**config.mk**
```make
export PLATFORM = sky130hd
export DESIGN_NAME = ajb_out_stage_flat
export DESIGN_NICKNAME = d
export VERILOG_FILES = /design/src/sv/ajb_pkg.sv /design/src/sv/ajb_if.sv /design/src/sv/ajb_out_stage.sv /design/src/flat_wrapper.sv
export SDC_FILE = /design/constraint.sdc
export NUM_CORES = 1
export LEC_CHECK = 0
export ABC_AREA = 1
export ABC_CLOCK_PERIOD_IN_PS = 14700
export BUFFER_PORTS_ARGS = -buffer_cell sky130_fd_sc_hd__buf_2
export CORE_AREA = 2 2 160 162
export CTS_BUF_LIST = sky130_fd_sc_hd__clkbuf_8
export DETAILED_ROUTE_END_ITERATION = 12
export DIE_AREA = 0 0 162 164
export GPL_ROUTABILITY_DRIVEN = 0
export GPL_TIMING_DRIVEN = 1
export PLACE_DENSITY_LB_ADDON = 0.05
export SKIP_CTS_REPAIR_TIMING = 1
export SYNTH_ARGS = -nofsm -noshare
export SYNTH_HDL_FRONTEND = slang
export SYNTH_SLANG_ARGS = --single-unit
```
**constraint.sdc**
```tcl
create_clock -name clk -period 14.7 [get_ports clk]
set_clock_uncertainty 0.1 [all_clocks]
set_input_delay 2.94 -clock clk [delete_from_list [all_inputs] [get_ports clk]]
set_output_delay 2.94 -clock clk [all_outputs]
set_load 0.005 [all_outputs]
```
**src/sv/ajb_pkg.sv**
```systemverilog
// ajb_pkg: shared widths, constants, register indexes, FSM state and
// the structs passed between the jitter buffer modules. No dependencies.
package ajb_pkg;

  localparam int DATA_W   = 64;
  localparam int DEPTH_W  = 7;
  localparam int CNT_W    = 32;
  localparam int TARGET_W = 6;
  localparam int WINDOW_W = 16;
  localparam int CFG_W    = 16;
  localparam int CFG_IDX_W = 1;
  localparam int FLOOR_W  = 8;
  localparam int CMP_W    = 9;   // common width for depth/target compares

  localparam logic [FLOOR_W-1:0]  FLOOR_NONE   = 8'hFF;
  localparam logic [TARGET_W-1:0] TARGET_RESET = 6'd3;
  localparam logic [TARGET_W-1:0] TARGET_MIN   = 6'd2;
  localparam logic [WINDOW_W-1:0] WINDOW_RESET = 16'd250;

  localparam logic [CFG_IDX_W-1:0] REG_TARGET_DEPTH = 1'b0;
  localparam logic [CFG_IDX_W-1:0] REG_DRAIN_WINDOW = 1'b1;

  typedef enum logic [1:0] {
    ST_IDLE,
    ST_PLAY,
    ST_NOFRAME
  } state_t;

  // per-result flags travelling beside the memory read data
  typedef struct packed {
    logic frame_valid;
    logic zero;
    logic last;
  } tag_t;

  // status fields attached to every result of a tick
  typedef struct packed {
    logic [DEPTH_W-1:0] depth;
    logic [CNT_W-1:0]   received;
    logic [CNT_W-1:0]   underrun;
    logic [CNT_W-1:0]   dropped;
    logic [CNT_W-1:0]   trimmed;
  } stats_t;

  function automatic logic [CNT_W-1:0] sat_add(input logic [CNT_W-1:0] a,
                                               input logic [1:0] n);
    logic [CNT_W:0] s;
    s = {1'b0, a} + {{(CNT_W-1){1'b0}}, n};
    return s[CNT_W] ? '1 : s[CNT_W-1:0];
  endfunction

endpackage

```
**src/sv/ajb_if.sv**
```systemverilog


interface ajb_out_if;
  logic                        valid;
  logic                        ready;
  logic                        frame_valid;
  logic [ajb_pkg::DATA_W-1:0]  out_word;
  logic                        last_word;
  logic [ajb_pkg::DEPTH_W-1:0] depth;
  logic [ajb_pkg::CNT_W-1:0]   received_count;
  logic [ajb_pkg::CNT_W-1:0]   underrun_count;
  logic [ajb_pkg::CNT_W-1:0]   dropped_count;
  logic [ajb_pkg::CNT_W-1:0]   trimmed_count;

  modport source(output valid, frame_valid, out_word, last_word, depth,
                 received_count, underrun_count, dropped_count, trimmed_count,
                 input ready);
  modport sink(input valid, frame_valid, out_word, last_word, depth,
               received_count, underrun_count, dropped_count, trimmed_count,
               output ready);
endinterface

```
**src/sv/ajb_out_stage.sv**
```systemverilog
// ajb_out_stage: two-entry elastic result path (memory read register plus
// output register) that drives the result channel. Depends on ajb_pkg, ajb_out_if.
module ajb_out_stage (
  input  logic                       clk,
  input  logic                       rst,
  input  logic                       q_load,
  input  ajb_pkg::tag_t              q_tag,
  input  ajb_pkg::stats_t            q_stats,
  input  logic [ajb_pkg::DATA_W-1:0] rdata,
  output logic                       q_space,
  ajb_out_if.source                  results
);

  logic            q1_vld;
  ajb_pkg::tag_t   q1_tag;
  ajb_pkg::stats_t q1_stats;
  logic            out_vld;
  logic            move;

  assign move    = q1_vld && (!out_vld || results.ready);
  assign q_space = !q1_vld || move;
  assign results.valid = out_vld;

  always_ff @(posedge clk) begin
    if (rst) begin
      q1_vld  <= 1'b0;
      out_vld <= 1'b0;
    end else begin
      if (q_load) begin
        q1_vld <= 1'b1;
      end else if (move) begin
        q1_vld <= 1'b0;
      end
      if (move) begin
        out_vld <= 1'b1;
      end else if (results.ready) begin
        out_vld <= 1'b0;
      end
    end
  end

  always_ff @(posedge clk) begin
    if (q_load) begin
      q1_tag   <= q_tag;
      q1_stats <= q_stats;
    end
    if (move) begin
      results.frame_valid    <= q1_tag.frame_valid;
      results.out_word       <= q1_tag.zero ? '0 : rdata;
      results.last_word      <= q1_tag.last;
      results.depth          <= q1_stats.depth;
      results.received_count <= q1_stats.received;
      results.underrun_count <= q1_stats.underrun;
      results.dropped_count  <= q1_stats.dropped;
      results.trimmed_count  <= q1_stats.trimmed;
    end
  end

endmodule

```
**src/flat_wrapper.sv**
```systemverilog
// flat-port wrapper written by rule: the top's interface ports become plain ports
module ajb_out_stage_flat 
  (clk, rst, q_load, q_tag, q_stats, rdata, q_space, results_valid, results_frame_valid, results_out_word, results_last_word, results_depth, results_received_count, results_underrun_count, results_dropped_count, results_trimmed_count, results_ready);
  ajb_out_if results_i ();
  input  logic clk;
  input  logic rst;
  input  logic q_load;
  input  ajb_pkg::tag_t q_tag;
  input  ajb_pkg::stats_t q_stats;
  input  logic [ajb_pkg::DATA_W-1:0] rdata;
  output logic q_space;
  output wire logic [$bits(results_i.valid)-1:0] results_valid;
  output wire logic [$bits(results_i.frame_valid)-1:0] results_frame_valid;
  output wire logic [$bits(results_i.out_word)-1:0] results_out_word;
  output wire logic [$bits(results_i.last_word)-1:0] results_last_word;
  output wire logic [$bits(results_i.depth)-1:0] results_depth;
  output wire logic [$bits(results_i.received_count)-1:0] results_received_count;
  output wire logic [$bits(results_i.underrun_count)-1:0] results_underrun_count;
  output wire logic [$bits(results_i.dropped_count)-1:0] results_dropped_count;
  output wire logic [$bits(results_i.trimmed_count)-1:0] results_trimmed_count;
  input wire logic [$bits(results_i.ready)-1:0] results_ready;
  assign results_valid = results_i.valid;
  assign results_frame_valid = results_i.frame_valid;
  assign results_out_word = results_i.out_word;
  assign results_last_word = results_i.last_word;
  assign results_depth = results_i.depth;
  assign results_received_count = results_i.received_count;
  assign results_underrun_count = results_i.underrun_count;
  assign results_dropped_count = results_i.dropped_count;
  assign results_trimmed_count = results_i.trimmed_count;
  assign results_i.ready = results_ready;
  ajb_out_stage u_core (.clk(clk), .rst(rst), .q_load(q_load), .q_tag(q_tag), .q_stats(q_stats), .rdata(rdata), .q_space(q_space), .results(results_i));
endmodule
```
Word level (Yosys, flattened, before mapping)
Cells that the tools add are included.
Cells by class
  multiplexer cells: 4
  reduce and logical (&&, ||, !) cells: 7
Operators with widths (count)
  1-bit 2-to-1 mux: 4
  2-bit nonzero test: 2
  1-bit zero test: 2
  1-bit logical OR: 2
  1-bit logical AND: 1
Storage, ports and cells
  bits in registers: 341
  input bits: 206
  output and inout port bits: 203
  word-level logic and storage cells: 29

Longest topological paths before layout
  word-level depth: 5
  depth in mapped cells: 3
  depth with buffers taken out: 3

Worst setup path after synthesis
OpenSTA, ideal clock, no wires.
  kind: in2reg
  start: input port results_ready
  end: register u_core.results.depth[0], enable pin
  setup time: 0.828 ns
  data arrival time: 12.615 ns
  required time: 13.772 ns
  slack: 1.156 ns
  stages: 2
  path buffers: 0
  path through: inv_1 a21oi_1
On the way
  longest elaborated chain between the ends: 2
RTL lines
  start, declared: line flat_wrapper.sv:21  | input wire logic [$bits(results_i.ready)-1:0] results_ready;
  1-bit logical OR: line ajb_out_stage.sv:20  | assign move = q1_vld && (!out_vld || results.ready);
  1-bit logical AND: line ajb_out_stage.sv:20
  via u_core.move: line ajb_out_stage.sv:18  | logic move;
  end, declared: line ajb_if.sv:15  | modport source(output valid, frame_valid, out_word, last_word, depth,
The timed path passes the listed nets, and every way through them passes these cells.
A chain may end at the register's enable or synchronous reset.

Final worst setup path
  start: input port results_ready
  end: output port q_space
On the way
  longest elaborated chain between the ends: 3
RTL lines
  1-bit logical OR: line ajb_out_stage.sv:20
  1-bit logical AND: line ajb_out_stage.sv:20
  1-bit logical OR: line ajb_out_stage.sv:21  | assign q_space = !q1_vld || move;
  end, declared: line flat_wrapper.sv:11  | output logic q_space;
Every way passes these cells.

==> run metrics <==
leak pwr just under 6 nW; Crit. path cell count 4; Final #Nets about 1100; Max clock buf depth 3; worst stage delay on the critical path 150 ps; Layout Cells excl Fill about 1300; hold path cells 0; post-layout util 57.0%; Crit Path Category input pin to output port; drt pass-1 iters 4; IO buf count about 400; P&R area growth vs syn 30.9%; boundary pin count roughly 410; Worst Hold Class flop to flop; synth top area cells edfxtp_1 (94%), inv_1 (2.3%), nor2_1 (2.2%), buf_6 (0.73%), dfxtp_1 (0.37%); crit-path max FO 3; Min-Delay Startpoint u_core.q1_stats[56]; status finished, final reports clean; first-pass GRT wire length 33900 µm; critical path cell sequence buf_2 -> inv_1 -> nand3_1 -> buf_2; Antenna Nets Post-Route 0; CTS clk-pin slew, worst paths ~60 ps; Total GRT Usage 17.2%; Core Box Area 24800 µm²; total CTS buffers 52; Total Power a little under 0.002 W; antenna violations before repair 7; WHS 312 ps; CP delay by family, top buffers and inverters; fin crit period 6450 ps; Yosys cell types 8; maxcap violations 0; layout cell share with drive strength beyond 1 48.0%; Die Span Y ~160 µm; CTS Root Cell clkbuf_8; clk sink count between 300 and 400; Setup crit end kind output port; CTS tree done; Rel. slew slack about 15%; Syn Inst Count between 400 and 500; WP data arrival 3410 ps; fill count approximately 2100; largest net degree at the start of global routing 202; Seq/Total Area, Yosys between 90 and 100%; actual slew at the worst max-slew pin 1280 ps; Initial Util about 44%; syn_nets between 600 and 700; Slowest-stage cell, CP buf_2; area leader, netlist edfxtp_1; synthesized area 10800 µm²; Placed Cells between 1000 and 1500; PwrDens 137 nW/µm²; Tcrit/Tclk final a little over two fifths; Die Wd 162 µm; Iter 0 DRT Violations 354; grt total ovfl 0; max-slew violations 0; via count between 5000 and 6000; Buf/Inv on CP 3; unrepaired setup endpoints after global routing false; achievable frequency ~0.15 GHz; H-Tree Depth 2; routed length per instance between 15 and 20 µm; row count between 50 and 60; Yosys warning count 0; WP data required 11660 ps; dpl hpwl around 16000 µm; Setup violations, final 0; Yosys reg bits 341; routed wire length approximately 24000 µm; die area 26600 µm²; share of Yosys cell area claimed by the top area cell type 94.1%; critical path launch point results_ready; Reg2Reg Launch Point u_core.results.valid; VDD IR max a little under 0.00008 V; Hold Violations, Final 0; Critical Path Most Common Cell buf_2; worst-skew pair later-pin latency around 550 ps; setup TNS 0 ps; vias in the first global route between 6000 and 7000; Startpoint Class input pin; Syn Area/Cell roughly 22 µm²; Worst Reg-to-Reg Cells 2; Via density roughly 4.4; number of remaining DRC errors 0
-- area by class of cell --
type / count / area, µm² / area share (%)
Clock buffer: 53 / 729 / 5.15
Timing Repair Buffer: 411 / 2080 / 14.7
Inverter: 67 / 251 / 1.78
Tap cell: 330 / 413 / 2.92
Sequential cell: 341 / 10200 / 72.2
Multi-Input combinational cell: 69 / 275 / 1.95
Clock inverter: 36 / 170 / 1.20
Antenna cell: 4 / 10.0 / 0.0707
-- worst paths after layout --
path / endpoint / slack, ps
min reg2reg: u_core.results.dropped_count[24] / 310
min: u_core.results.dropped_count[24] / 310
max reg2reg: u_core.results.received_count[18] / 12680
max: q_space / 8250
-- logic make-up after synthesis --
| family | count (synthesis) | synth area share (%) |
|---|---|---|
| AO/OA/AOI/OAI | 3 | 0.139 |
| buffers and inverters | 74 | 3.05 |
| flip-flops | 341 | 94.5 |
| AND/OR/NAND/NOR | 66 | 2.30 |
-- synth_stat cells --
library cell and n:
inv_1 67, nand3_1 1, nand2_1 1, nor2_1 64, a21oi_1 3, buf_6 7, edfxtp_1 339, dfxtp_1 2
-- placed cells by master (no fill, tap or decap), types with 2 or more instances in the layout --
cell | Yosys | layout
inv_1 | 67 | 91
nor2_1 | 64 | 64
edfxtp_1 | 339 | 339
dfxtp_1 | 2 | 2
clkbuf_8 | 0 | 53
buf_2 | 0 | 407
diode_2 | 0 | 4
a21oi_1 | 3 | 2
clkinv_1 | 0 | 8
buf_4 | 0 | 2
clkinvlp_4 | 0 | 2
-- flip-flops by register name, indices dropped and copies added (netlist names), 3 cells and up --
| signal | count |
|---|---|
| u_core.results.underrun_count | 32 |
| u_core.results.trimmed_count | 32 |
| u_core.results.depth | 7 |
| u_core.results.received_count | 32 |
| u_core.q1_stats | 135 |
| u_core.results.dropped_count | 32 |
| u_core.results.out_word | 64 |
| u_core.q1_tag | 3 |
-- power breakdown --
| group | leakage (nW) | total (W) | internal, W | switching, W |
|---|---|---|---|---|
| registers | 3.26 | 0.00116 | 0.00114 | 0.0000148 |
| logic | 2.12 | 0.0000976 | 0.0000417 | 0.0000560 |
| clock network | 0.540 | 0.000683 | 0.000349 | 0.000334 |
-- worst register-to-register path, cell delays in order, from the launching register on --
cell and delay [ps]:
dfxtp_1 360, a21oi_4 180, buf_12 600
-- per-stage QoR --
stage,cell area [µm²],setup WS [ps]
after global placement,13200,8260
after global routing,14100,8210
after detailed placement,13200,8240
after floorplan,10800,1160
after CTS,14100,8240
final,14200,8250
-- layer usage --
| layer | GRT usage (%) | vias up | wire length (µm) |
|---|---|---|---|
| met1 | 18.5 | 2697 | 8310 |
| met4 | 7.88 | 4 | 910 |
| met5 | 0 | - | 21 |
| met3 | 7.65 | 61 | 2680 |
| li1 | - | 2684 | - |
| met2 | 29.2 | 317 | 11900 |
(Power assumes the default switching activity.)
