## src/sv/ajb_pkg.sv

```systemverilog
// ajb_pkg: shared widths, constants, register indexes, FSM state and
// the structs passed between the jitter buffer modules. No dependencies.
package ajb_pkg;

  localparam int DATA_W   = 64;
  localparam int DEPTH_W  = 7;
  localparam int CNT_W    = 32;
  localparam int TARGET_W = 6;
  localparam int WINDOW_W = 16;
  localparam int CFG_W    = 16;
  localparam int CFG_IDX_W = 1;
  localparam int FLOOR_W  = 8;
  localparam int CMP_W    = 9;   // common width for depth/target compares

  localparam logic [FLOOR_W-1:0]  FLOOR_NONE   = 8'hFF;
  localparam logic [TARGET_W-1:0] TARGET_RESET = 6'd3;
  localparam logic [TARGET_W-1:0] TARGET_MIN   = 6'd2;
  localparam logic [WINDOW_W-1:0] WINDOW_RESET = 16'd250;

  localparam logic [CFG_IDX_W-1:0] REG_TARGET_DEPTH = 1'b0;
  localparam logic [CFG_IDX_W-1:0] REG_DRAIN_WINDOW = 1'b1;

  typedef enum logic [1:0] {
    ST_IDLE,
    ST_PLAY,
    ST_NOFRAME
  } state_t;

  // per-result flags travelling beside the memory read data
  typedef struct packed {
    logic frame_valid;
    logic zero;
    logic last;
  } tag_t;

  // status fields attached to every result of a tick
  typedef struct packed {
    logic [DEPTH_W-1:0] depth;
    logic [CNT_W-1:0]   received;
    logic [CNT_W-1:0]   underrun;
    logic [CNT_W-1:0]   dropped;
    logic [CNT_W-1:0]   trimmed;
  } stats_t;

  function automatic logic [CNT_W-1:0] sat_add(input logic [CNT_W-1:0] a,
                                               input logic [1:0] n);
    logic [CNT_W:0] s;
    s = {1'b0, a} + {{(CNT_W-1){1'b0}}, n};
    return s[CNT_W] ? '1 : s[CNT_W-1:0];
  endfunction

endpackage

```

## src/sv/ajb_if.sv

```systemverilog
// ajb_if: valid/ready channel interfaces for requests into the buffer
// and results out of it. Depends on ajb_pkg for field widths.
interface ajb_in_if;
  logic                       valid;
  logic                       ready;
  logic                       kind;
  logic [ajb_pkg::DATA_W-1:0] data_word;
  logic                       frame_end;

  modport source(output valid, kind, data_word, frame_end, input ready);
  modport sink(input valid, kind, data_word, frame_end, output ready);
endinterface


```

## src/sv/ajb_ctrl.sv

```systemverilog
// ajb_ctrl: ring bookkeeping, priming, trimming, statistics and the
// playout read sequencer. Depends on ajb_pkg and ajb_in_if.
module ajb_ctrl #(
  parameter int SLOTS       = 64,
  parameter int FRAME_WORDS = 40
) (
  input  logic                                     clk,
  input  logic                                     rst,
  ajb_in_if.sink                                   items,
  input  logic                                     cfg_we,
  input  logic [ajb_pkg::CFG_IDX_W-1:0]            cfg_index,
  input  logic [ajb_pkg::CFG_W-1:0]                cfg_data,
  output logic                                     fm_we,
  output logic [$clog2(SLOTS*FRAME_WORDS)-1:0]     fm_waddr,
  output logic [ajb_pkg::DATA_W-1:0]               fm_wdata,
  output logic                                     fm_re,
  output logic [$clog2(SLOTS*FRAME_WORDS)-1:0]     fm_raddr,
  output logic                                     lm_we,
  output logic [$clog2(SLOTS)-1:0]                 lm_waddr,
  output logic [$clog2(FRAME_WORDS+1)-1:0]         lm_wdata,
  output logic                                     lm_re,
  output logic [$clog2(SLOTS)-1:0]                 lm_raddr,
  input  logic [$clog2(FRAME_WORDS+1)-1:0]         lm_rdata,
  input  logic                                     q_space,
  output logic                                     q_load,
  output ajb_pkg::tag_t                            q_tag,
  output ajb_pkg::stats_t                          q_stats
);

  localparam int SW   = $clog2(SLOTS);
  localparam int SW1  = SW + 1;
  localparam int HW   = $clog2(SLOTS + 1);
  localparam int WW   = $clog2(FRAME_WORDS + 1);
  localparam int AW   = $clog2(SLOTS * FRAME_WORDS);
  localparam int KW   = ajb_pkg::CMP_W;
  localparam int HALF = SLOTS / 2;
  localparam int TW   = ajb_pkg::TARGET_W;

  // ring and window state
  logic [SW-1:0]                write_slot, write_slot_next;
  logic [SW-1:0]                read_slot, read_slot_next;
  logic [HW-1:0]                frames_held, frames_held_next;
  logic [WW-1:0]                word_in_frame, word_in_frame_next;
  logic                         is_priming, is_priming_next;
  logic [ajb_pkg::FLOOR_W-1:0]  window_floor, window_floor_next;
  logic [ajb_pkg::WINDOW_W-1:0] window_count, window_count_next;
  logic [ajb_pkg::CNT_W-1:0]    received, received_next;
  logic [ajb_pkg::CNT_W-1:0]    underrun, underrun_next;
  logic [ajb_pkg::CNT_W-1:0]    dropped, dropped_next;
  logic [ajb_pkg::CNT_W-1:0]    trimmed, trimmed_next;
  logic [TW-1:0]                target_depth;
  logic [ajb_pkg::WINDOW_W-1:0] drain_window;

  // playout sequencer
  ajb_pkg::state_t              state, state_next;
  logic [AW-1:0]                play_addr, play_addr_next;
  logic [WW-1:0]                play_idx, play_idx_next;

  logic                         accept, push, tick, no_frame;
  logic                         issue, idx_last, commit, drop;
  logic [HW-1:0]                held_v, held_c, h;
  logic [1:0]                   adv, trims;
  logic [ajb_pkg::FLOOR_W-1:0]  fl;
  logic [ajb_pkg::WINDOW_W-1:0] wc, win;
  logic [SW1-1:0]               rs_sum;
  logic [TW-1:0]                cfg_tgt;

  assign items.ready = (state == ajb_pkg::ST_IDLE);
  assign accept      = items.valid && items.ready;
  assign push        = accept && !items.kind;
  assign tick        = accept && items.kind;
  assign no_frame    = is_priming || (frames_held == '0);
  assign issue       = (state == ajb_pkg::ST_PLAY) && q_space;
  assign idx_last    = (play_idx == WW'(FRAME_WORDS - 1));

  // next state
  always_comb begin
    state_next = state;
    unique case (state)
      ajb_pkg::ST_IDLE: begin
        if (tick) begin
          state_next = no_frame ? ajb_pkg::ST_NOFRAME : ajb_pkg::ST_PLAY;
        end
      end
      ajb_pkg::ST_PLAY: begin
        if (issue && idx_last) begin
          state_next = ajb_pkg::ST_IDLE;
        end
      end
      ajb_pkg::ST_NOFRAME: begin
        if (q_space) begin
          state_next = ajb_pkg::ST_IDLE;
        end
      end
      default: state_next = ajb_pkg::ST_IDLE;
    endcase
  end

  // sequencer outputs
  always_comb begin
    fm_re          = issue;
    fm_raddr       = play_addr;
    q_load         = 1'b0;
    q_tag          = '0;
    play_addr_next = play_addr;
    play_idx_next  = play_idx;
    unique case (state)
      ajb_pkg::ST_IDLE: begin
        if (tick) begin
          play_addr_next = AW'(read_slot) * AW'(FRAME_WORDS);
          play_idx_next  = '0;
        end
      end
      ajb_pkg::ST_PLAY: begin
        q_load            = q_space;
        q_tag.frame_valid = 1'b1;
        q_tag.zero        = (play_idx >= lm_rdata);  // past a short frame's end
        q_tag.last        = idx_last;
        if (issue) begin
          play_addr_next = play_addr + AW'(1);
          play_idx_next  = play_idx + WW'(1);
        end
      end
      ajb_pkg::ST_NOFRAME: begin
        q_load     = q_space;
        q_tag.zero = 1'b1;
        q_tag.last = 1'b1;
      end
      default: ;
    endcase
  end

  assign q_stats.depth    = ajb_pkg::DEPTH_W'(frames_held);
  assign q_stats.received = received;
  assign q_stats.underrun = underrun;
  assign q_stats.dropped  = dropped;
  assign q_stats.trimmed  = trimmed;

  // push and tick bookkeeping
  always_comb begin
    write_slot_next    = write_slot;
    read_slot_next     = read_slot;
    frames_held_next   = frames_held;
    word_in_frame_next = word_in_frame;
    is_priming_next    = is_priming;
    window_floor_next  = window_floor;
    window_count_next  = window_count;
    received_next      = received;
    underrun_next      = underrun;
    dropped_next       = dropped;
    trimmed_next       = trimmed;

    fm_we    = push;
    fm_waddr = AW'(write_slot) * AW'(FRAME_WORDS) + AW'(word_in_frame);
    fm_wdata = items.data_word;
    lm_we    = 1'b0;
    lm_waddr = write_slot;
    lm_wdata = word_in_frame + WW'(1);
    lm_re    = 1'b0;
    lm_raddr = read_slot;

    drop   = (word_in_frame == '0) && (frames_held == HW'(SLOTS));
    commit = items.frame_end || (word_in_frame == WW'(FRAME_WORDS - 1));
    held_v = drop ? frames_held - HW'(1) : frames_held;
    held_c = held_v + HW'(1);

    h      = frames_held - HW'(1);
    adv    = 2'd1;
    trims  = 2'd0;
    fl     = window_floor;
    wc     = window_count + ajb_pkg::WINDOW_W'(1);
    win    = (drain_window == '0) ? ajb_pkg::WINDOW_W'(1) : drain_window;
    rs_sum = '0;

    if (push) begin
      if (drop) begin
        // full ring: oldest frame goes before the new one starts
        read_slot_next = (read_slot == SW'(SLOTS - 1)) ? '0 : read_slot + SW'(1);
        dropped_next   = ajb_pkg::sat_add(dropped, 2'd1);
      end
      frames_held_next = held_v;
      if (commit) begin
        lm_we              = 1'b1;
        word_in_frame_next = '0;
        write_slot_next    = (write_slot == SW'(SLOTS - 1)) ? '0 : write_slot + SW'(1);
        frames_held_next   = held_c;
        received_next      = ajb_pkg::sat_add(received, 2'd1);
        if (is_priming && (KW'(held_c) >= KW'(target_depth))) begin
          is_priming_next = 1'b0;
        end
      end else begin
        word_in_frame_next = word_in_frame + WW'(1);
      end
    end

    if (tick) begin
      if (no_frame) begin
        if (!is_priming) begin
          underrun_next = ajb_pkg::sat_add(underrun, 2'd1);
        end
      end else begin
        lm_re = 1'b1;
        if (h == '0) begin
          is_priming_next   = 1'b1;
          window_count_next = '0;
          window_floor_next = ajb_pkg::FLOOR_NONE;
        end else begin
          if (KW'(h) < KW'(window_floor)) begin
            fl = ajb_pkg::FLOOR_W'(h);
          end
          if (wc >= win) begin
            // window closed: trim if depth never fell to the target
            if ((fl != ajb_pkg::FLOOR_NONE) && (KW'(fl) > KW'(target_depth))) begin
              h     = h - HW'(1);
              adv   = adv + 2'd1;
              trims = trims + 2'd1;
            end
            wc = '0;
            fl = ajb_pkg::FLOOR_NONE;
          end
          if (KW'(h) > (KW'(target_depth) << 2)) begin
            h     = h - HW'(1);
            adv   = adv + 2'd1;
            trims = trims + 2'd1;
          end
          window_count_next = wc;
          window_floor_next = fl;
        end
        frames_held_next = h;
        rs_sum = SW1'(read_slot) + SW1'(adv);
        if (rs_sum >= SW1'(SLOTS)) begin
          rs_sum = rs_sum - SW1'(SLOTS);
        end
        read_slot_next = rs_sum[SW-1:0];
        trimmed_next   = ajb_pkg::sat_add(trimmed, trims);
      end
    end
  end

  // clamp of a target write to 2..SLOTS/2
  always_comb begin
    cfg_tgt = cfg_data[TW-1:0];
    if (cfg_tgt < ajb_pkg::TARGET_MIN) begin
      cfg_tgt = ajb_pkg::TARGET_MIN;
    end
    if ({1'b0, cfg_tgt} > (TW+1)'(HALF)) begin
      cfg_tgt = TW'(HALF);
    end
  end

  always_ff @(posedge clk) begin
    if (rst) begin
      state         <= ajb_pkg::ST_IDLE;
      write_slot    <= '0;
      read_slot     <= '0;
      frames_held   <= '0;
      word_in_frame <= '0;
      is_priming    <= 1'b1;
      window_floor  <= ajb_pkg::FLOOR_NONE;
      window_count  <= '0;
      received      <= '0;
      underrun      <= '0;
      dropped       <= '0;
      trimmed       <= '0;
      target_depth  <= ajb_pkg::TARGET_RESET;
      drain_window  <= ajb_pkg::WINDOW_RESET;
      play_addr     <= '0;
      play_idx      <= '0;
    end else begin
      state         <= state_next;
      write_slot    <= write_slot_next;
      read_slot     <= read_slot_next;
      frames_held   <= frames_held_next;
      word_in_frame <= word_in_frame_next;
      is_priming    <= is_priming_next;
      window_floor  <= window_floor_next;
      window_count  <= window_count_next;
      received      <= received_next;
      underrun      <= underrun_next;
      dropped       <= dropped_next;
      trimmed       <= trimmed_next;
      play_addr     <= play_addr_next;
      play_idx      <= play_idx_next;
      if (cfg_we) begin
        unique case (cfg_index)
          ajb_pkg::REG_TARGET_DEPTH: target_depth <= cfg_tgt;
          ajb_pkg::REG_DRAIN_WINDOW: drain_window <= cfg_data;
        endcase
      end
    end
  end

endmodule

```

## src/flat_wrapper.sv

```systemverilog
// flat-port wrapper written by rule: the top's interface ports become plain ports
module ajb_ctrl_flat 
#(
  parameter int SLOTS       = 64,
  parameter int FRAME_WORDS = 40
)
  (clk, rst, cfg_we, cfg_index, cfg_data, fm_we, fm_waddr, fm_wdata, fm_re, fm_raddr, lm_we, lm_waddr, lm_wdata, lm_re, lm_raddr, lm_rdata, q_space, q_load, q_tag, q_stats, items_valid, items_kind, items_data_word, items_frame_end, items_ready);
  ajb_in_if items_i ();
  input  logic clk;
  input  logic rst;
  input  logic cfg_we;
  input  logic [ajb_pkg::CFG_IDX_W-1:0] cfg_index;
  input  logic [ajb_pkg::CFG_W-1:0] cfg_data;
  output logic fm_we;
  output logic [$clog2(SLOTS*FRAME_WORDS)-1:0] fm_waddr;
  output logic [ajb_pkg::DATA_W-1:0] fm_wdata;
  output logic fm_re;
  output logic [$clog2(SLOTS*FRAME_WORDS)-1:0] fm_raddr;
  output logic lm_we;
  output logic [$clog2(SLOTS)-1:0] lm_waddr;
  output logic [$clog2(FRAME_WORDS+1)-1:0] lm_wdata;
  output logic lm_re;
  output logic [$clog2(SLOTS)-1:0] lm_raddr;
  input  logic [$clog2(FRAME_WORDS+1)-1:0] lm_rdata;
  input  logic q_space;
  output logic q_load;
  output ajb_pkg::tag_t q_tag;
  output ajb_pkg::stats_t q_stats;
  input wire logic [$bits(items_i.valid)-1:0] items_valid;
  input wire logic [$bits(items_i.kind)-1:0] items_kind;
  input wire logic [$bits(items_i.data_word)-1:0] items_data_word;
  input wire logic [$bits(items_i.frame_end)-1:0] items_frame_end;
  output wire logic [$bits(items_i.ready)-1:0] items_ready;
  assign items_i.valid = items_valid;
  assign items_i.kind = items_kind;
  assign items_i.data_word = items_data_word;
  assign items_i.frame_end = items_frame_end;
  assign items_ready = items_i.ready;
  ajb_ctrl #(.SLOTS(SLOTS), .FRAME_WORDS(FRAME_WORDS)) u_core (.clk(clk), .rst(rst), .items(items_i), .cfg_we(cfg_we), .cfg_index(cfg_index), .cfg_data(cfg_data), .fm_we(fm_we), .fm_waddr(fm_waddr), .fm_wdata(fm_wdata), .fm_re(fm_re), .fm_raddr(fm_raddr), .lm_we(lm_we), .lm_waddr(lm_waddr), .lm_wdata(lm_wdata), .lm_re(lm_re), .lm_raddr(lm_raddr), .lm_rdata(lm_rdata), .q_space(q_space), .q_load(q_load), .q_tag(q_tag), .q_stats(q_stats));
endmodule
```

## config.mk

```make
export PLATFORM = sky130hd
export DESIGN_NAME = ajb_ctrl_flat
export DESIGN_NICKNAME = d
export VERILOG_FILES = /design/src/sv/ajb_pkg.sv /design/src/sv/ajb_if.sv /design/src/sv/ajb_ctrl.sv /design/src/flat_wrapper.sv
export SDC_FILE = /design/constraint.sdc
export NUM_CORES = 1
export LEC_CHECK = 0
export ABC_AREA = 1
export BUFFER_PORTS_ARGS = -buffer_cell sky130_fd_sc_hd__buf_2
export CAP_MARGIN = 20
export CORE_MARGIN = 10
export CORE_UTILIZATION = 30
export DETAILED_ROUTE_END_ITERATION = 12
export PLACE_DENSITY_LB_ADDON = 0.2
export SLEW_MARGIN = 20
export SYNTH_ARGS = -nofsm -noshare
export SYNTH_HDL_FRONTEND = slang
export SYNTH_SLANG_ARGS = --single-unit
```

## constraint.sdc

```tcl
create_clock -name clk -period 7.2 [get_ports clk]
set_input_delay 1.08 -clock clk [delete_from_list [all_inputs] [get_ports clk]]
set_output_delay 1.08 -clock clk [all_outputs]
set_load 0.05 [all_outputs]
```

---- After elaboration in Yosys (flattened, before gate mapping) ----
Index checks and enable logic that the tools add are counted.
storage, ports and cells
  word-level logic and storage cells ...... 164
  output and inout port bits .............. 250
  bits in registers ....................... 220
  input port bits ......................... 94
cells by class
  $mul .................................... 2
  reductions and logical operators ........ 26
  mux-type cells .......................... 77
  eq/ne operators ......................... 12
  add/sub/neg operators ................... 19
  bitwise operators ....................... 3
  magnitude comparators ................... 9
operator list
  operator                 count
  $mux W32                 4
  $add A32 B1 Y33 const B  3
  $mux W7                  12
  $mux W6                  12
  $mux W16                 3
  $mux W8                  6
  $mux W2                  21
  $add A32 B2 Y33          1
  $add A6 B1 Y6 const B    4
  $eq A6 B6 Y1 const B     4
  $mux W12                 2
  $pmux W12 S2             1
  $sub A7 B1 Y7 const B    3
  $mul A6 B3 Y9 const B    2
  $add A16 B1 Y16 const B  1
  $ge A16 B16 Y1           1
  $logic_not A16 Y1        1
  $logic_not A7 Y1         2
  $mux W1                  13
  $add A12 B1 Y12 const B  1
  $add A12 B6 Y12          1
  $pmux W6 S2              1
  $reduce_and A2 Y1        5
  $reduce_and A3 Y1        3
  28 further kinds         41

---- Longest topological paths before layout ----
Gate-level depths: netlist of the first run.
  word-level depth ........................ 23
  mapped depth ............................ 54

---- Worst setup path after synthesis of the first run ----
Ideal clock, no wire load.
  path type ............................... flip-flop to flip-flop
  start point ............................. reg u_core.frames_held[0]
  end point ............................... reg u_core.trimmed[26] (netlist bit)
  setup time .............................. 0.074 ns
  stages on the path, launching flop included .. 50
  arrival time ............................ 6.755 ns
  period minus slack after synthesis ...... 6.829 ns
  slack ................................... 0.371 ns
  cell sequence ........................... dfxtp_1 > buf_4 > inv_2 > ha_1 > nand4_1 > nand2_1 > ha_1 > inv_1 > nor2_1 > and3_1 > nand2_1 > nand2_1 > clkbuf_1 > o21ai_0 > ha_1 > nand2_1 > inv_1 > nand2_1 > [... 14 more ...] > o31ai_1 > nor2_1 > ha_1 > inv_1 > nor2_1 > ha_1 > inv_1 > fa_1 > inv_1 > nand4_1 > inv_1 > nand2_2 > nor3_2 > nand3_2 > nor2_4 > nand2_2 > buf_2 > a31oi_1
between the ends
  cells in the longest elaborated chain, start to end .. 20
  elaborated cells between the ends (all ways) .. 33
  those cells by class .................... add/sub: 4; order compare: 3; eq/ne: 1; mux: 19; bitwise: 1; reduce/logical: 5
RTL lines
  what                                           RTL line                          RTL
  start, declared                                ajb_ctrl.sv:42                    logic [HW-1:0] frames_held, frames_held_next;
  start signal, assigned                         ajb_ctrl.sv:273                   frames_held <= frames_held_next;
  $sub A7 B1 Y7                                  ajb_ctrl.sv:167                   h = frames_held - HW'(1);
  $lt A7 B8 Y1                                   ajb_ctrl.sv:208                   if (KW'(h) < KW'(window_floor)) begin
  $mux W8                                        ajb_ctrl.sv:208
  $mux W8                                        ajb_ctrl.sv:203                   if (h == '0) begin
  $mux W8                                        ajb_ctrl.sv:197                   if (no_frame) begin
  $mux W8                                        ajb_ctrl.sv:196                   if (tick) begin
  $gt A8 B6 Y1 or $ne A8 B8 Y1 (tied branches)   ajb_ctrl.sv:213                   if ((fl != ajb_pkg::FLOOR_NONE) && (KW'(fl) > KW'(target_depth))) begin
  $logic_and A1 B1 Y1                            ajb_ctrl.sv:213
  [... 4 more ...]                               n/a
  $mux W7 or $mux W2 (tied branches)             ajb_ctrl.sv:196
  $gt A7 B8 Y1 or $add A2 B1 Y2 (tied branches)  ajb_ctrl.sv:221, ajb_ctrl.sv:224
  $mux W2                                        ajb_ctrl.sv:221                   if (KW'(h) > (KW'(target_depth) << 2)) begin
  $mux W2                                        ajb_ctrl.sv:203
  $mux W2                                        ajb_ctrl.sv:197
  $mux W2                                        ajb_ctrl.sv:196
  $add A32 B2 Y33                                ajb_pkg.sv:48                     s = {1'b0, a} + {{(CNT_W-1){1'b0}}, n};
  $mux W32                                       ajb_pkg.sv:49                     return s[CNT_W] ? '1 : s[CNT_W-1:0];
  end signal, assigned                           ajb_ctrl.sv:281                   trimmed <= trimmed_next;
  end, declared                                  ajb_ctrl.sv:50                    logic [ajb_pkg::CNT_W-1:0] trimmed, trimmed_next;
Several ways; a longest one is shown, not always the timed one. The select of a mux whose other input is x is not followed.
A chain may end at the register's enable or synchronous reset.

---- Final worst setup path of the first run ----
  start point ............................. reg u_core.frames_held[0]
  end point ............................... reg u_core.trimmed[17] (netlist bit)
Same word-level chain as after synthesis.

==> results.cfg, run 1 <==
[final_layout]
final_nets = 2482
area_delta_synth_final_pct = 15.3
nFillCells = 5310
layout-drive-gt1-share_pct = 15.7
utilization_pct = 35.0
fin_area_um2 = 17200

[cts]
clkSlewWorstSetupHoldPaths_ns = 0.06
cts.sinks = 220
cts_tree = done
ctsRootBufferMaster = clkbuf_16
htreeDepth = 1
holdBufCountCts = 0
cts_buffers = 29
clock_latency_ns = 0.58
cts_max_path_buffers = 3

[sta]
hold_viol = 0
hold_ws_ns = 0.470
tns_ns = 0
maxSlewViolCount = 0
fin_crit_ns = 6.62
relSlewSlack_pct = 39.2
period_share_pct = 91.9
setup_viol = 0
tightestPinTransition_ns = 0.913
max_freq_mhz = 151
skew_ns = 0.0269

[setup_path]
crit_start = u_core.frames_held[0]
end_kind = flop
worstReg2RegEnd = u_core.trimmed[17]
worstPathMaxFanout = 27
reg2reg_from = u_core.frames_held[0]
cp-endpoint = u_core.trimmed[17]
critPathSlowestCell = fa_1
crit_path_max_incr_delay_ns = 0.39
path_depth = 45
arrival_ns = 7.11
worst-r2r-setup-slack_ns = 0.58
start_kind = flop
crit_family = simple AND/OR/NAND/NOR gates
r2r_cells = 45
critPathBufInv = 8
crit_required_ns = 7.69
worst_path_most_repeated_cell = nand2_1
critical_path_class = reg2reg

[power_and_ir_drop]
p_comb_share_pct = 11.5
p_sw_share_pct = 28.2
p_leak_nw = 7.35
power_w = 0.00304
switchingPower_w = 0.000855
power.density_nw_per_um2 = 177
ir_worst_vdd_mv = 0.124
pwr-share-clk_pct = 46.8
seqPwrFrac_pct = 41.8
p_int_w = 0.00218

[yosys]
yosysMostFrequentCell = nand2_1
synth_edf_count = 0
syn_avg_cell_area_um2 = 6.90
synth-seq-cells = 220
synth_area_um2 = 14900
synthTopCellsByCount = nand2_1 (428), inv_1 (292), dfxtp_1 (220), nor2_1 (183), a21oi_1 (149)
synth_fp_nets = 2344
synth_area_leaders = dfxtp_1 (30%), nand2_1 (11%), ha_1 (7.4%)
async_flop_share_pct = 0
ys_seq_area_share_pct = 29.6
syn_inst = 2157
synth_cell_types = 56
synth_top_area_share_pct = 29.6
ys_dominant_reg_cell = dfxtp_1
yosysTopAreaCell = dfxtp_1
yosysWarnings = 0

[grt]
grt_max_degree = 73
grt_pass1_vias = 14000
grt_overflow = 0
antenna_found_initial = 2
gr-usage-all-layers_pct = 15.2
grt_pass1_wl_mm = 75.6

[die]
row_count = 81
start_util_pct = 30.4
die_height_um = 243
boundaryPins = 344
dieWidth_um = 243
core_region_area_um2 = 49000
die_area_um2 = 58900

[placed_design]
place.gp.congestion = 0.879
hpwlAfterDp_mm = 35.8
placed_area_um2 = 16100
port_buffers = 215

[routing]
postRouteAntennaNets = 0
vias_per_cell = 4.88
first_pass_iters = 5
drt_iter0_markers = 868
vias = 14500
wl_per_cell_um = 15.8
drc_errors = 0
finalWirelength_mm = 47.2

[job]
max-cap-violations = 0

[status]
status = complete, no violations

[hold_path]
min_path_type = reg2reg
==> sequential cells by signal (all words and copies together), names as in the netlist, 7 cells and up <==
name                 count
u_core.window_floor      8
u_core.drain_window     16
u_core.fm_raddr         12
u_core.received         32
u_core.trimmed          32
u_core.frames_held       7
u_core.underrun         32
u_core.window_count     16
u_core.dropped          32
==> power groups by stage <==
stage	clock, W	sequential [W]	combinational (W)
after floorplan	0	0.00133	0.000301
after global placement	0	0.00129	0.000342
after detailed placement	0	0.00129	0.000345
after CTS	0.00147	0.00127	0.000346
after global routing	0.00151	0.00127	0.000387
final	0.00142	0.00127	0.000348
==> logic make-up after synthesis <==
family	count (synthesis)	share of synthesized area (%)
adder cells (fa/ha/maj)	93	8.08
AND/OR/NAND/NOR	898	27.3
buffers and inverters	431	12.7
XOR/XNOR	112	6.60
flip-flops	220	29.6
AO/OA/AOI/OAI	403	15.7
==> placed cells by master (no fill, tap or decap), types with 9 or more instances in the layout <==
cell / n
inv_2: 12
clkbuf_1: 9
nor2_1: 180
buf_2: 214
dfxtp_1: 220
nand2_1: 424
a21oi_1: 148
ha_1: 86
nor3_1: 52
nand3_1: 100
a22oi_1: 13
a31oi_1: 37
xor2_1: 75
nand2_2: 10
a21oi_2: 21
clkbuf_16: 29
inv_1: 290
a211oi_1: 9
buf_4: 14
nor4_1: 27
o21ai_0: 122
o211ai_1: 11
nand4_1: 43
xnor2_1: 37
==> area by class of cell <==
type                       instances  area, µm²  share of cell area (%)
inverter                         308       1160                    6.75
antenna                            1       2.50                  0.0146
sequential                       220       4400                    25.7
clock buffer                      41        801                    4.67
multi-input combinational       1507       8650                    50.4
timing repair buffer             229       1190                    6.92
clock inverter                    12        116                   0.678
tap                              664        831                    4.84
==> routing by layer <==
layer | vias up | part of all wire [%] | GRT usage [%]
met5 | - | 0.042 | 0
met2 | 409 | 44 | 23.9
met4 | 2 | 2.0 | 3.95
met1 | 6722 | 47 | 20.2
li1 | 7336 | - | -
met3 | 72 | 7.4 | 4.03
==> worst reg2reg max path, delay by kind of cell, from the launching register on <==
kind / cells / cell delay [ns]
and+or+nand+nor: 25 / 2.74
adders and majority gates: 7 / 1.99
AOI/OAI and AO/OA: 5 / 0.84
buffers and inverters: 8 / 0.68
DFF: 1 / 0.33
==> worst min path at each step <==
stage	startpoint	depth (start not counted)	slack [ns]	endpoint
final	u_core.target_depth[3]	2	0.47	u_core.target_depth[3]
after global routing	u_core.target_depth[2]	2	0.49	u_core.target_depth[2]
after CTS	u_core.target_depth[3]	2	0.47	u_core.target_depth[3]
after detailed placement	u_core.target_depth[3]	2	0.46	u_core.target_depth[3]
after global placement	u_core.target_depth[3]	2	0.46	u_core.target_depth[3]
after floorplan	u_core.target_depth[1]	2	0.44	u_core.target_depth[1]
==> timing repair <==
item / 4_1_cts / 5_1_grt
endpoints found under the setup margin: 0 / 32
setup buffers: 0 / 4
gates resized for setup: 0 / 22
==> through the flow <==
| step | std cells | worst slack, ns |
|---|---|---|
| after floorplan | 2157 | 0.371 |
| after global placement | 2923 | 0.213 |
| after detailed placement | 2923 | 0.0299 |
| after CTS | 2976 | 0.0137 |
| after global routing | 2981 | -0.0737 |
| final | 2982 | 0.580 |
(Power assumes the default switching activity.)
==> inputs of run 2 (changes only) <==
- CTS_BUF_LIST: default -> sky130_fd_sc_hd__clkbuf_8
- SLEW_MARGIN: 20 -> 30
==> run 2 against run 1 <==
Effect of this change: sequential power barely moved; sequential share of layout area fell by 0.23 points; clock power rose by 6%; sequential cell count did not move; largest cell class unchanged; setup slack improved by 0.012 ns; largest power group unchanged.
==> results.cfg, run 2 (same netlist as run 1, synthesis figures left out) <==
[status]
status = complete, no violations

[placed_design]
dp.cells = 2923
hpwlAfterDp_mm = 35.8
place.gp.congestion = 0.879
port_buffers = 215
dp_slack_ns = 0.0299

[hold_path]
min_to = u_core.target_depth[3]
min_from = u_core.target_depth[3]
hold_depth = 2
min_path_type = reg2reg

[power_and_ir_drop]
seqPwrFrac_pct = 40.5
p_int_w = 0.00225
power_w = 0.00313
pwr-share-clk_pct = 48.3
p_sw_share_pct = 28.0
switchingPower_w = 0.000874
ir_worst_vdd_mv = 0.116
p_leak_nw = 7.48
power.density_nw_per_um2 = 181
p_comb_share_pct = 11.1

[grt]
grt_use_met2_pct = 23.7
gr-max-usage-layer = met2
antenna_found_initial = 2
grt_overflow = 0
use_met1_pct = 20.2
gr-usage-all-layers_pct = 15.4
grt_util_met3_pct = 4.55
grt_max_degree = 73
grt_pass1_wl_mm = 75.8
grt_pass1_vias = 14100

[die]
dieWidth_um = 243
die_area_um2 = 58900
boundaryPins = 344
start_util_pct = 30.4
row_count = 81
die_height_um = 243
core_region_area_um2 = 49000

[setup_path]
critPathSlowestCell = fa_1
worstPathMaxFanout = 27
end_kind = flop
start_kind = flop
crit_required_ns = 7.72
worstReg2RegEnd = u_core.trimmed[27]
r2r_cells = 45
arrival_ns = 7.13
worst-r2r-setup-slack_ns = 0.59
reg2reg_from = u_core.frames_held[0]
critical_path_class = reg2reg
crit_path_max_incr_delay_ns = 0.39
worst_path_most_repeated_cell = nand2_1

[routing]
wl_per_cell_um = 15.7
vias = 14700
vias_per_cell = 4.87
first_pass_iters = 5
drt_iter0_markers = 837
drc_errors = 0
finalWirelength_mm = 47.4
postRouteAntennaNets = 0

[final_layout]
multi_input_area_um2 = 8670
instances_no_fill = 3013
mostFrequentLayoutCells = nand2_1 (424), inv_1 (302), dfxtp_1 (220)
nFillCells = 5307
layout-drive-gt1-share_pct = 16.8
final_nets = 2498
regArea_um2 = 4400
final_common_cell = nand2_1
area_delta_synth_final_pct = 16.4
utilization_pct = 35.4

[sta]
relSlewSlack_pct = 35.5
tns_ns = 0
hold_viol = 0
period_share_pct = 91.8
fin_crit_ns = 6.61
setup_viol = 0
fin_ws_ns = 0.592
maxSlewViolCount = 0
skew_ns = 0.0232
max_freq_mhz = 151
tightestPinTransition_ns = 0.964

[cts]
ctsRootBufferMaster = clkbuf_8
cts_tree = done
cts_max_path_buffers = 3
cts.sinks = 220
clock_latency_ns = 0.60
clkSlewWorstSetupHoldPaths_ns = 0.06
htreeDepth = 2
cts_buffers = 45

[job]
max-cap-violations = 0
run 2: what timing repair did:
| action | in CTS | in global routing |
|---|---|---|
| pin swaps | 0 | 4 |
| gates cloned | 0 | 1 |
| hold endpoints to repair | 0 | 0 |
| setup endpoints to repair | 7 | 32 |
| resized for setup | 1 | 26 |
| hold buffers | 0 | 0 |
| buffers inserted | 0 | 4 |
run 2: worst max-delay path, delay by kind of cell (launching register included):
| kind | cells | cell delay [ns] |
|---|---|---|
| flops | 1 | 0.33 |
| fa+ha+maj | 7 | 1.89 |
| buf+inv | 8 | 0.66 |
| simple gates | 24 | 2.43 |
| compound gates | 6 | 1.19 |
run 2: how the worst max path moves through the flow:
stage               cells past startpoint             startpoint                  to
finish                                 45  u_core.frames_held[0]  u_core.trimmed[27]
global route                           48  u_core.frames_held[0]  u_core.trimmed[22]
CTS                                    45  u_core.frames_held[1]  u_core.trimmed[17]
detailed placement                     45  u_core.frames_held[1]  u_core.trimmed[24]
global placement                       45  u_core.frames_held[1]  u_core.trimmed[26]
floorplan                              49  u_core.frames_held[0]  u_core.trimmed[26]
run 2: cell type report:
| class | count | area share [%] |
|---|---|---|
| Multi-Input combinational cell | 1507 | 50.1 |
| Sequential cell | 220 | 25.4 |
| Timing Repair Buffer | 229 | 6.88 |
| Inverter | 308 | 6.69 |
| Tap cell | 664 | 4.80 |
| Clock buffer | 59 | 4.69 |
| Clock inverter | 25 | 1.39 |
| Antenna cell | 1 | 0.0145 |
run 2: layer usage:
metal	vias up	part of all wire [%]
met4	2	2.6
met3	86	7.8
li1	7379	-
met1	6771	46
met2	444	43
met5	-	0.042
run 2: per-stage QoR:
stage / hold WS, ns / cell area (µm²)
after floorplan: 0.443 / 14900
after global placement: 0.457 / 16100
after detailed placement: 0.465 / 16100
after CTS: 0.474 / 17200
after global routing: 0.490 / 17300
final: 0.471 / 17300
run 2: power by group through the flow:
stage	clock (W)	combinational (W)	sequential (W)
after floorplan	0	0.000301	0.00133
after global placement	0	0.000342	0.00129
after detailed placement	0	0.000345	0.00129
after CTS	0.00157	0.000346	0.00127
after global routing	0.00162	0.000388	0.00127
final	0.00151	0.000348	0.00127
